**src/design/rth_pkg.sv**
```systemverilog
// Shared types and constants for the RGB to HSL converter.
package rth_pkg;

  // Numerator, divisor and quotient widths of the rounding dividers.
  localparam int unsigned NUM_W         = 25;
  localparam int unsigned DEN_W         = 9;
  localparam int unsigned QUO_W         = 16;
  localparam int unsigned BITS_PER_STEP = 4;
  localparam int unsigned DIV_STAGES    = QUO_W / BITS_PER_STEP;

  // Hue numerator before rounding: at most 5760 * 255.
  localparam int unsigned VAL_W = 21;

  localparam logic [12:0] HUE_SECTOR = 13'd960;
  localparam logic [12:0] HUE_FULL   = 13'd5760;
  localparam logic [15:0] Q15_ONE    = 16'd32768;

  typedef struct packed {
    logic [7:0] red_in;
    logic [7:0] green_in;
    logic [7:0] blue_in;
  } pixel_t;

  typedef struct packed {
    logic [12:0] hue_out;
    logic [15:0] saturation_out;
    logic [15:0] lightness_out;
  } hsl_t;

  // One division in flight: partial remainder, numerator bits still to be
  // consumed with quotient bits shifted in behind them, and the divisor.
  typedef struct packed {
    logic [DEN_W-1:0] rem;
    logic [QUO_W-1:0] sh;
    logic [DEN_W-1:0] den;
  } div_op_t;

  typedef struct packed {
    div_op_t     hue;
    div_op_t     sat;
    logic [15:0] lit_est;
    logic [8:0]  sum;
  } prep_out_t;

endpackage

```
**src/design/rth_prep.sv**
```systemverilog
// Front stages: pixel capture, extremes and hue numerator, divider operands.
module rth_prep (
  input  logic               clk,
  input  logic [2:0]         en,
  input  rth_pkg::pixel_t    pix_in,
  output rth_pkg::prep_out_t prep_out
);

  localparam int unsigned VAL_W = rth_pkg::VAL_W;

  rth_pkg::pixel_t pix_r;

  logic [7:0] r, g, b;
  logic [7:0] mx, mn, d, x, y;
  logic [8:0] sum;
  logic [rth_pkg::VAL_W-1:0] base, slope, val;

  logic [7:0] d_r;
  logic [8:0] sum_r;
  logic [rth_pkg::VAL_W-1:0] val_r;

  logic [rth_pkg::NUM_W-1:0] hue_num, sat_num;
  logic [rth_pkg::DEN_W-1:0] hue_den, sat_den;
  logic [7:0]  den8;
  logic [22:0] lit_y;
  logic [30:0] lit_prod;

  rth_pkg::prep_out_t prep_r;

  always_ff @(posedge clk) begin
    if (en[0]) begin
      pix_r <= pix_in;
    end
  end

  assign r = pix_r.red_in;
  assign g = pix_r.green_in;
  assign b = pix_r.blue_in;

  // Extremes, then the hue numerator from the sector of the largest channel.
  always_comb begin
    mx = r;
    if (g > mx) mx = g;
    if (b > mx) mx = b;
    mn = r;
    if (g < mn) mn = g;
    if (b < mn) mn = b;
    d   = mx - mn;
    sum = {1'b0, mx} + {1'b0, mn};
    if (mx == r) begin
      x    = g;
      y    = b;
      base = (g >= b) ? '0 : VAL_W'(d) * VAL_W'(rth_pkg::HUE_FULL);
    end else if (mx == g) begin
      x    = b;
      y    = r;
      base = VAL_W'(d) * VAL_W'({rth_pkg::HUE_SECTOR, 1'b0});
    end else begin
      x    = r;
      y    = g;
      base = VAL_W'(d) * VAL_W'({rth_pkg::HUE_SECTOR, 2'b00});
    end
    if (x >= y) begin
      slope = VAL_W'(x - y) * VAL_W'(rth_pkg::HUE_SECTOR);
      val   = base + slope;
    end else begin
      slope = VAL_W'(y - x) * VAL_W'(rth_pkg::HUE_SECTOR);
      val   = base - slope;
    end
  end

  always_ff @(posedge clk) begin
    if (en[1]) begin
      d_r   <= d;
      sum_r <= sum;
      val_r <= val;
    end
  end

  // Round-to-nearest divisions are posed as floor((2n + d) / 2d). A gray
  // pixel has a zero numerator, so its divisor is forced to one.
  always_comb begin
    hue_num = rth_pkg::NUM_W'({val_r, 1'b0}) + rth_pkg::NUM_W'(d_r);
    hue_den = (d_r == 8'd0) ? rth_pkg::DEN_W'(1) : {d_r, 1'b0};
    den8    = (sum_r >= 9'd255) ? 8'(9'd510 - sum_r) : sum_r[7:0];
    sat_num = rth_pkg::NUM_W'({d_r, 16'b0}) + rth_pkg::NUM_W'(den8);
    sat_den = (den8 == 8'd0) ? rth_pkg::DEN_W'(1) : {den8, 1'b0};
    // Lightness is floor(y / 255); y * 257 / 65536 is low by at most one.
    lit_y    = {sum_r, 14'b0} + 23'd127;
    lit_prod = {lit_y, 8'b0} + 31'(lit_y);
  end

  always_ff @(posedge clk) begin
    if (en[2]) begin
      prep_r.hue.rem <= hue_num[rth_pkg::NUM_W-1:rth_pkg::QUO_W];
      prep_r.hue.sh  <= hue_num[rth_pkg::QUO_W-1:0];
      prep_r.hue.den <= hue_den;
      prep_r.sat.rem <= sat_num[rth_pkg::NUM_W-1:rth_pkg::QUO_W];
      prep_r.sat.sh  <= sat_num[rth_pkg::QUO_W-1:0];
      prep_r.sat.den <= sat_den;
      prep_r.lit_est <= 16'(lit_prod[30:16]);
      prep_r.sum     <= sum_r;
    end
  end

  assign prep_out = prep_r;

endmodule

```
**src/design/rth_div_step.sv**
```systemverilog
// One registered stage of a restoring divider, four quotient bits per stage.
module rth_div_step (
  input  logic             clk,
  input  logic             en,
  input  rth_pkg::div_op_t op_in,
  output rth_pkg::div_op_t op_out
);

  logic [rth_pkg::DEN_W:0]   t;
  logic                      ge;
  logic [rth_pkg::DEN_W-1:0] rem;
  logic [rth_pkg::QUO_W-1:0] sh;
  rth_pkg::div_op_t          op_r;

  always_comb begin
    rem = op_in.rem;
    sh  = op_in.sh;
    t   = '0;
    ge  = 1'b0;
    for (int i = 0; i < rth_pkg::BITS_PER_STEP; i++) begin
      t  = {rem, sh[rth_pkg::QUO_W-1]};
      ge = (t >= {1'b0, op_in.den});
      if (ge) t = t - {1'b0, op_in.den};
      rem = t[rth_pkg::DEN_W-1:0];
      sh  = {sh[rth_pkg::QUO_W-2:0], ge};
    end
  end

  always_ff @(posedge clk) begin
    if (en) begin
      op_r.rem <= rem;
      op_r.sh  <= sh;
      op_r.den <= op_in.den;
    end
  end

  assign op_out = op_r;

endmodule

```
**src/design/rgb_to_hsl.sv**
```systemverilog
// Top level of the pipelined RGB to HSL pixel converter.
//
// Usage: an 8-bit RGB pixel enters on in_data with in_valid; a transfer takes
// place at each rising edge where in_valid is high and in_stall is low. The
// HSL result leaves on out_data with out_valid, and is transferred when
// out_stall is low. Hue is in sixteenths of a degree (0..5759, zero for a
// gray pixel); saturation and lightness are Q1.15 values from 0 to 1.0.
// Throughput is one pixel per cycle while out_stall stays low: three front
// stages prepare the operands, then four stages of a shared-form restoring
// divider retire four quotient bits each for hue and saturation side by side,
// and a final output register holds the result.
// Every stage has its own valid bit, so a stage moves whenever the stage
// after it is empty or moving; a stalled receiver fills the bubbles first and
// in_stall rises only once every stage is full. Nothing is lost or repeated.
// Reset clears all valid bits; the data registers are not reset.
module rgb_to_hsl (
  input  logic            clk,
  input  logic            rst_n,
  input  logic            in_valid,
  output logic            in_stall,
  input  rth_pkg::pixel_t in_data,
  output logic            out_valid,
  input  logic            out_stall,
  output rth_pkg::hsl_t   out_data
);

  localparam int unsigned PREP_STAGES = 3;
  localparam int unsigned PIPE        = PREP_STAGES + rth_pkg::DIV_STAGES;

  logic [PIPE-1:0] vld_r;
  logic [PIPE:0]   rdy;
  logic            out_valid_r;
  rth_pkg::hsl_t   out_data_r;

  rth_pkg::prep_out_t prep_q;
  rth_pkg::div_op_t   hue_ch [rth_pkg::DIV_STAGES+1];
  rth_pkg::div_op_t   sat_ch [rth_pkg::DIV_STAGES+1];

  logic [15:0] lit_r [rth_pkg::DIV_STAGES];
  logic [22:0] lit_y;
  logic [23:0] lit_prod, lit_rem;
  logic [15:0] lit_fix;
  logic [rth_pkg::QUO_W-1:0] hue_q;
  logic [12:0] hue_wrapped;

  // A stage can take new data when it is empty or its contents move on.
  always_comb begin
    rdy[PIPE] = !out_valid_r || !out_stall;
    for (int k = PIPE - 1; k >= 0; k--) begin
      rdy[k] = !vld_r[k] || rdy[k+1];
    end
  end

  assign in_stall = !rdy[0];

  always_ff @(posedge clk) begin
    if (!rst_n) begin
      vld_r       <= '0;
      out_valid_r <= 1'b0;
    end else begin
      if (rdy[0]) vld_r[0] <= in_valid;
      for (int k = 1; k < PIPE; k++) begin
        if (rdy[k]) vld_r[k] <= vld_r[k-1];
      end
      if (rdy[PIPE]) out_valid_r <= vld_r[PIPE-1];
    end
  end

  rth_prep u_prep (
    .clk      (clk),
    .en       (rdy[PREP_STAGES-1:0]),
    .pix_in   (in_data),
    .prep_out (prep_q)
  );

  assign hue_ch[0] = prep_q.hue;
  assign sat_ch[0] = prep_q.sat;

  for (genvar s = 0; s < rth_pkg::DIV_STAGES; s++) begin : g_div
    rth_div_step u_hue_step (
      .clk    (clk),
      .en     (rdy[PREP_STAGES+s]),
      .op_in  (hue_ch[s]),
      .op_out (hue_ch[s+1])
    );
    rth_div_step u_sat_step (
      .clk    (clk),
      .en     (rdy[PREP_STAGES+s]),
      .op_in  (sat_ch[s]),
      .op_out (sat_ch[s+1])
    );
  end

  // The lightness estimate may be one short of the true quotient; a single
  // remainder check finishes it while the divider runs its first stage.
  always_comb begin
    lit_y    = {prep_q.sum, 14'b0} + 23'd127;
    lit_prod = {prep_q.lit_est, 8'b0} - 24'(prep_q.lit_est);
    lit_rem  = 24'(lit_y) - lit_prod;
    lit_fix  = prep_q.lit_est + 16'(lit_rem >= 24'd255);
  end

  always_ff @(posedge clk) begin
    if (rdy[PREP_STAGES]) lit_r[0] <= lit_fix;
    for (int k = 1; k < rth_pkg::DIV_STAGES; k++) begin
      if (rdy[PREP_STAGES+k]) lit_r[k] <= lit_r[k-1];
    end
  end

  // A hue that rounds up to a full turn wraps to zero.
  always_comb begin
    hue_q       = hue_ch[rth_pkg::DIV_STAGES].sh;
    hue_wrapped = (hue_q == rth_pkg::QUO_W'(rth_pkg::HUE_FULL)) ? 13'd0 : hue_q[12:0];
  end

  always_ff @(posedge clk) begin
    if (rdy[PIPE]) begin
      out_data_r.hue_out        <= hue_wrapped;
      out_data_r.saturation_out <= sat_ch[rth_pkg::DIV_STAGES].sh;
      out_data_r.lightness_out  <= lit_r[rth_pkg::DIV_STAGES-1];
    end
  end

  assign out_valid = out_valid_r;
  assign out_data  = out_data_r;

  // Results stay within their documented ranges.
  a_hue_range: assert property (@(posedge clk) disable iff (!rst_n)
    out_valid_r |-> (out_data_r.hue_out < rth_pkg::HUE_FULL))
    else $error("hue outside 0..5759");

  a_q15_range: assert property (@(posedge clk) disable iff (!rst_n)
    out_valid_r |-> ((out_data_r.saturation_out <= rth_pkg::Q15_ONE) &&
                     (out_data_r.lightness_out <= rth_pkg::Q15_ONE)))
    else $error("saturation or lightness above one");

  // With the receiver taking results, the pipeline never pushes back.
  a_no_backpressure: assert property (@(posedge clk) disable iff (!rst_n)
    !out_stall |-> !in_stall)
    else $error("input stalled while output is free");

  // An accepted pixel occupies the first stage on the next cycle.
  a_capture: assert property (@(posedge clk) disable iff (!rst_n)
    (in_valid && !in_stall) |=> vld_r[0])
    else $error("accepted pixel not captured");

  // A pixel leaving the last stage lands in the output register.
  a_drain: assert property (@(posedge clk) disable iff (!rst_n)
    (vld_r[PIPE-1] && rdy[PIPE]) |=> out_valid_r)
    else $error("result lost at the output register");

endmodule

```
**config.mk**
```make
export PLATFORM = sky130hd
export DESIGN_NAME = rgb_to_hsl
export DESIGN_NICKNAME = d
export VERILOG_FILES = /design/src/design/rth_pkg.sv /design/src/design/rth_prep.sv /design/src/design/rth_div_step.sv /design/src/design/rgb_to_hsl.sv
export SDC_FILE = /design/constraint.sdc
export NUM_CORES = 2
export LEC_CHECK = 0
export ABC_AREA = 0
export BUFFER_PORTS_ARGS = -buffer_cell sky130_fd_sc_hd__buf_2
export CAP_MARGIN = 20
export CELL_PAD_IN_SITES_DETAIL_PLACEMENT = 0
export CELL_PAD_IN_SITES_GLOBAL_PLACEMENT = 1
export CORE_MARGIN = 8
export CORE_UTILIZATION = 45
export DETAILED_ROUTE_END_ITERATION = 7
export PLACE_DENSITY_LB_ADDON = 0.1
export RECOVER_POWER = 50
export SYNTH_ARGS = -nofsm -noshare
export SYNTH_HDL_FRONTEND = slang
export SYNTH_SLANG_ARGS = --single-unit
```
**constraint.sdc**
```tcl
create_clock -name clk -period 10.2 [get_ports clk]
set_input_delay 2.04 -clock clk [delete_from_list [all_inputs] [get_ports clk]]
set_output_delay 2.04 -clock clk [all_outputs]
set_load 0.01 [all_outputs]
```
==> Yosys cells after proc, flatten, opt, wreduce, memory -nomap -nowiden <==
Memories as Yosys holds them, arrays and structs flattened. A register that Yosys moved wholly into a read port is not among the register bits.
Index checks and enable logic that the tools add are counted.
{ "word_totals": {"ff_bits": 425, "mem_bits_rw": 64, "in_bits": 28, "word_cells": 213, "n_memories": 1} }
{ "memory_table": {"columns": ["name", "depth", "width", "read_ports", "rd_ports_with_merged_regs", "wr", "line", "text"], "rows": [
  ["lit_r", 4, 16, 4, 1, 4, "rgb_to_hsl.sv:39", "logic [15:0] lit_r [rth_pkg::DIV_STAGES];"]
]} }
{ "op_classes": {"addsub": 45, "mul": 5, "n_lt_le_gt_ge": 40, "eq_ne": 3, "mux": 53, "reduce_logical": 20} }
{ "ops": {"columns": ["op", "n"], "rows": [
  [">= comparator 10 x 9 -> 1 bit", 31],
  ["two-way mux 9 bit", 30],
  ["subtractor 9 bit", 29],
  ["two-way mux 8 bit", 9],
  ["two-way mux 21 bit", 3],
  ["adder 23 x 7 -> 23 bit (second input constant)", 2],
  ["multiplier 21 x 4 -> 15 bit (second input constant)", 2],
  ["adder 31 x 23 -> 31 bit", 1],
  ["adder 24 x 8 -> 25 bit", 1],
  [">= comparator 24 x 8 -> 1 bit (second input constant)", 1],
  ["multiplier 8 x 4 -> 12 bit (second input constant)", 2],
  ["subtractor 23 x 15 -> 24 bit", 1],
  ["subtractor 23 x 24 -> 24 bit", 1],
  ["adder 22 x 8 -> 23 bit", 1],
  ["adder 21 bit", 1],
  ["subtractor 21 bit", 1],
  ["two-way mux 20 bit", 1],
  ["subtractor 8 x 8 -> 9 bit", 2],
  ["adder 15 x 1 -> 16 bit", 1],
  ["equality test 16 x 13 -> 1 bit (second input constant)", 1],
  ["equality test 8 bit", 2],
  [">= comparator 8 bit", 2],
  ["> comparator 8 bit", 2],
  ["logical NOT 8 bit", 2],
  ["11 further kinds", 37]
]} }

==> Longest topological paths before layout <==
{ "depth": {"ltp_word": 11, "mapped_depth": 54} }

==> Cells and area by module <==
From an unflattened synthesis, not the netlist that was laid out.
{ "unflattened": {"cells_unflattened": 3985, "hier_area_um2": 41621.2} }
{ "modules_own_cells": {"columns": ["mod", "n_inst", "cells_per_inst", "area_each_um2"], "rows": [
  ["rth_div_step (g_div[0].u_hue_step ...)", 7, 294, 2991.6],
  ["rth_prep", 1, 1243, 12318.1],
  ["rgb_to_hsl", 1, 399, 5436.5],
  ["rth_div_step (g_div[1].u_hue_step)", 1, 285, 2925.3]
]} }

==> Least setup slack after synthesis <==
No wires, ideal clock.
{ "synth_path": {"path_type": "flip-flop to flip-flop", "from": "register u_prep.pix_r, in the netlist u_prep.r[4]", "to": "register u_prep.val_r[20] (netlist bit) (data pin)", "setup_time_ns": 0.265, "t_arrival_ns": 9.919, "t_required_ns": 9.935, "path_slack_ns": 0.015, "path_stages_with_launch": 51, "n_path_buf": 5, "synth_period_minus_slack_ns": 10.185, "path_cell_list": "edfxtp_1 inv_1 ha_1 nand3_1 o21bai_1 a31oi_1 a211o_1 clkbuf_1 and2_1 clkbuf_1 clkbuf_1 nor2_1 a21oi_1 ha_1 a21o_1 nand3_1 a21oi_1 nor2_1 (+15 left out) inv_1 ha_1 nor2_1 or3_1 a32oi_1 xor2_1 or2_2 inv_1 nand2_1 xnor2_1 mux2i_1 ha_1 or2_2 a21oi_1 a21oi_1 a21o_1 a21oi_1 xnor2_1"} }
{ "synth_via": {"elab_chain_cells": 11, "word_cells_on_any_way": 29, "classes_between": "add/sub: 5; mul: 5; order compare: 5; eq/ne: 2; mux: 12"} }
{ "synth_lines": {"columns": ["element", "line", "text"], "rows": [
  ["from (decl)", "rth_prep.sv:11", "rth_pkg::pixel_t pix_r;"],
  ["from (signal assigned)", "rth_prep.sv:32", "pix_r <= pix_in;"],
  ["> comparator 8 bit", "rth_prep.sv:43", "if (g > mx) mx = g;"],
  ["two-way mux 8 bit", "rth_prep.sv:43", null],
  ["> comparator 8 bit", "rth_prep.sv:44", "if (b > mx) mx = b;"],
  ["two-way mux 8 bit", "rth_prep.sv:44", null],
  ["equality test 8 bit", "rth_prep.sv:54", "end else if (mx == g) begin"],
  ["two-way mux 8 bit", "rth_prep.sv:54", null],
  ["two-way mux 8 bit", "rth_prep.sv:50", "if (mx == r) begin"],
  ["subtractor 8 x 8 -> 9 bit, on equally long branches", "rth_prep.sv:67, rth_prep.sv:64", null],
  ["multiplier 21 x 4 -> 15 bit, on equally long branches", "rth_prep.sv:67, rth_prep.sv:64", null],
  ["subtractor 21 bit / adder 21 bit (equally long branches)", "rth_prep.sv:68, rth_prep.sv:65", null],
  ["two-way mux 21 bit *", "rth_prep.sv:63", "if (x >= y) begin"],
  ["via u_prep.val, one bit", "rth_prep.sv:16", "logic [rth_pkg::VAL_W-1:0] base, slope, val;"],
  ["to (signal assigned)", "rth_prep.sv:76", "val_r <= val;"],
  ["to (decl)", "rth_prep.sv:20", "logic [rth_pkg::VAL_W-1:0] val_r;"]
]} }
Mark *: on every way through the listed nets, which the timed path passes. The rest lies on a longest branch.
A chain may end at the register's enable or synchronous reset.

==> Final worst setup path <==
{ "layout_path": {"from": "register g_div[0].u_sat_step.op_r, in the netlist g_div[0].u_sat_step.op_out[0]", "to": "register g_div[1].u_sat_step.op_r, in the netlist g_div[1].u_sat_step.op_out[27] (data pin)"} }
{ "layout_via": {"elab_chain_cells": 8, "word_cells_on_any_way": 12, "classes_between": "add/sub: 4; order compare: 4; mux: 4"} }
{ "layout_lines": {"columns": ["element", "line", "text"], "rows": [
  ["from (decl)", "rth_div_step.sv:13", "rth_pkg::div_op_t op_r;"],
  ["subtractor 9 bit / >= comparator 10 x 9 -> 1 bit (equally long branches)", "rth_div_step.sv:23, rth_div_step.sv:22", null],
  ["two-way mux 9 bit", "rth_div_step.sv:23", "if (ge) t = t - {1'b0, op_in.den};"],
  [">= comparator 10 x 9 -> 1 bit *", "rth_div_step.sv:22", "ge = (t >= {1'b0, op_in.den});"],
  ["via g_div[1].u_sat_step.sh, one bit", "rth_div_step.sv:12", "logic [rth_pkg::QUO_W-1:0] sh;"],
  ["two-way mux 9 bit *", "rth_div_step.sv:23", null],
  ["subtractor 9 bit / >= comparator 10 x 9 -> 1 bit (equally long branches)", "rth_div_step.sv:23, rth_div_step.sv:22", null],
  ["two-way mux 9 bit *", "rth_div_step.sv:23", null],
  [">= comparator 10 x 9 -> 1 bit *", "rth_div_step.sv:22", null],
  ["via g_div[1].u_sat_step.ge", "rth_div_step.sv:10", "logic ge;"],
  ["two-way mux 9 bit *", "rth_div_step.sv:23", null],
  ["via g_div[1].u_sat_step.t, one bit", "rth_div_step.sv:9", "logic [rth_pkg::DEN_W:0] t;"],
  ["to (decl)", "rth_div_step.sv:13", null]
]} }
Marks and branches as above.

==> results by group <==
Run status
  – Outcome: finished, violations left
  – Failing checks: max-capacitance violations, max-slew violations

Timing
  – Final Critical Period: 9620 ps
  – Final Hold Fails: 0
  – Final worst slack: 582 ps
  – Max Slew Vio Count: 114
  – Max-slew headroom: -63.2%
  – Fin crit share: 94.3%
  – Final setup viols: 0
  – Setup Skew: 28.8 ps
  – Setup TNS: 0 ps
  – Worst slew pin tran: 2450 ps
  – Achievable clock frequency: 0.104 GHz

Die
  – Die Area: 94200 µm²
  – # IOs: 75
  – Die Width: 307 µm
  – Chip height: 307 µm
  – Core area: 83700 µm²
  – Row Count: 106
  – Starting Density: 45.5%

Placement
  – Final GP Congestion: 0.891
  – Post-DP HPWL: 73.7 mm
  – Setup WS pre-CTS: 109 ps
  – Port Buf Inserts: 74

Clock network
  – Clock transition at path regs: 60 ps
  – TritonCTS clock tree: built
  – H-tree depth: 2
  – Worst skew pair latency: 620 ps
  – Clk root buf: clkbuf_16
  – Clock net sink count: 473
  – Clock Tree Buf Depth: 3
  – CTS Buf Count: 54

Logic synthesis
  – Mapped Area: 38100 µm²
  – Asr flop ratio synth: 0%
  – Post-synth top flop: edfxtp_1
  – Syn nets: 4234
  – Commonest cells in the synthesized netlist: ha_1 (469), edfxtp_1 (465), inv_1 (355)
  – Synthesized netlist cell count: 3657
  – Area contributors post-synth: edfxtp_1 (37%), ha_1 (15%), xnor2_1 (5.0%)
  – Synthesis-stage register bit count: 473
  – Synth Area per Inst: 10.4 µm²
  – EDFF count, synth: 465
  – Yosys warnings: 0
  – Distinct cells, synth: 92
  – Largest area contributor in the netlist: edfxtp_1
  – Register area share after synthesis: 37.1%
  – Yosys top cell area share: 36.7%
  – Top-count cell post-synth: ha_1

Critical path
  – Startpoint Class: flip-flop
  – R2R depth: 33
  – Slowest-stage cell, CP: a2111oi_4
  – CP required: 10540 ps
  – R2r setup slk: 580 ps
  – Critical path class: reg -> reg
  – CP arrival: 9960 ps
  – Delay of the slowest cell on the worst path: 540 ps
  – Worst Setup End Kind: flip-flop
  – Critical Path Fanout Max: 11

GRT
  – Largest net degree at the start of global routing: 80
  – Initial antenna violation count: 0
  – Vias in the first global route: 27400
  – Grt ovf: 0
  – First-pass GRT wire length: 147 mm
  – GRT Total Usage: 19.0%

Min path
  – Hold path cells: 0
  – HP Class: reg -> reg

Routing
  – Post-DRT Antenna Nets: 0
  – First-pass iteration count of the detailed router: 5
  – Via density: 5.49
  – Final WL: 91.9 mm
  – DRC: 0
  – DRT iter0 DRCs: 1486
  – Total number of vias: 27200
  – Post-DR wirelength/cell: 18.5 µm

Cells and area
  – Synth-to-Final Area Change: 10.5%
  – Utilization after layout: 50.3%
  – Final #Nets: 4356
  – Fill cells: 7549
  – # diodes: 0
  – Share of layout cells above drive strength 1: 11.7%

Flow run
  – MaxCap Viol Count: 3
-- layout by cell type (no fill, tap or decap), types with 13 or more instances in the layout --
master	n
ha_1	468
edfxtp_1	465
inv_1	352
a21oi_1	242
nor2_1	232
xnor2_1	215
o21ai_0	168
nand2_1	158
mux2_2	146
xor2_1	131
a21o_1	126
fa_1	80
buf_2	72
nand3_1	68
nor2b_1	64
nand4_1	60
buf_4	60
mux2i_1	55
clkbuf_16	54
nor3_1	51
nand2b_1	45
o21a_1	41
o21bai_1	30
and3_1	28
a211oi_1	27
o31ai_1	20
a21boi_0	18
or2_2	17
and2_1	17
a31oi_1	16
mux2_1	13
-- state kept, by name, indices dropped and copies added, names as in the netlist --
register and count:
g_div.u_hue_step.op_out 117, g_div.u_sat_step.op_out 112, lit_r 64, out_data 45, out_valid 1, u_prep.b 8
u_prep.d_r 7, u_prep.g 8, u_prep.prep_out 72, u_prep.r 8, u_prep.sum_r 9, u_prep.val_r 15
vld_r 7
-- critical path, delay by kind of cell, from the launching register on --
kind	cells	cell delay, ps
DFF	1	460
AOI/OAI and AO/OA	14	3990
buffers and inverters	6	940
and+or+nand+nor	4	840
muxes	5	1660
adders and majority gates	4	1460
-- worst paths after layout --
path / startpoint / endpoint
worst max-delay path: g_div[0].u_sat_step.op_out[0] / g_div[1].u_sat_step.op_out[27]
worst min register to register: g_div[3].u_sat_step.op_out[15] / out_data[22]
worst min-delay path: g_div[3].u_sat_step.op_out[15] / out_data[22]
worst max register to register: g_div[0].u_sat_step.op_out[0] / g_div[1].u_sat_step.op_out[27]
-- routing by layer --
layer	global-route usage, %	up-vias	wire length [µm]
li1	-	13500	-
met1	26.0	13100	43900
met2	31.9	481	42400
met3	2.33	136	3360
met4	5.07	0	2210
met5	0	-	0
-- cells by family (layout without fill, tap and decap cells) --
kind of cell	Yosys count	in the layout	share of synthesized area, %
AO/OA/AOI/OAI	817	817	14.0
buffers and inverters	441	607	4.42
multiplexers	218	218	6.32
XOR/XNOR	349	349	8.02
AND/OR/NAND/NOR	809	809	10.5
adder cells (fa/ha/maj)	550	550	19.6
flip-flops	473	473	37.1
-- final cells by class --
cell class / count / area (µm²) / area share, %
clock inverters: 38 / 399 / 0.949
repair buffers: 144 / 946 / 2.25
flip-flops and latches: 473 / 14100 / 33.6
multi-input cells: 2743 / 22400 / 53.3
well taps: 1134 / 1420 / 3.37
inverters: 363 / 1360 / 3.24
clock buffers: 62 / 1390 / 3.31
-- repair_timing --
item                       4_1_cts  5_1_grt
buffers inserted                 0       13
setup endpoints to repair        0       56
resized for setup                0       27
hold buffers                     0        0
-- through the flow --
step | hold WS (ps) | area, µm² | std cells
floorplan | 400 | 38100 | 3657
global placement | 401 | 40000 | 4840
detailed placement | 405 | 40000 | 4840
CTS | 386 | 41800 | 4940
global route | 403 | 42100 | 4957
finish | 398 | 42100 | 4957
Power is not shown: default switching activity piles up to over one toggle a cycle in this logic, so the estimate is an artifact.
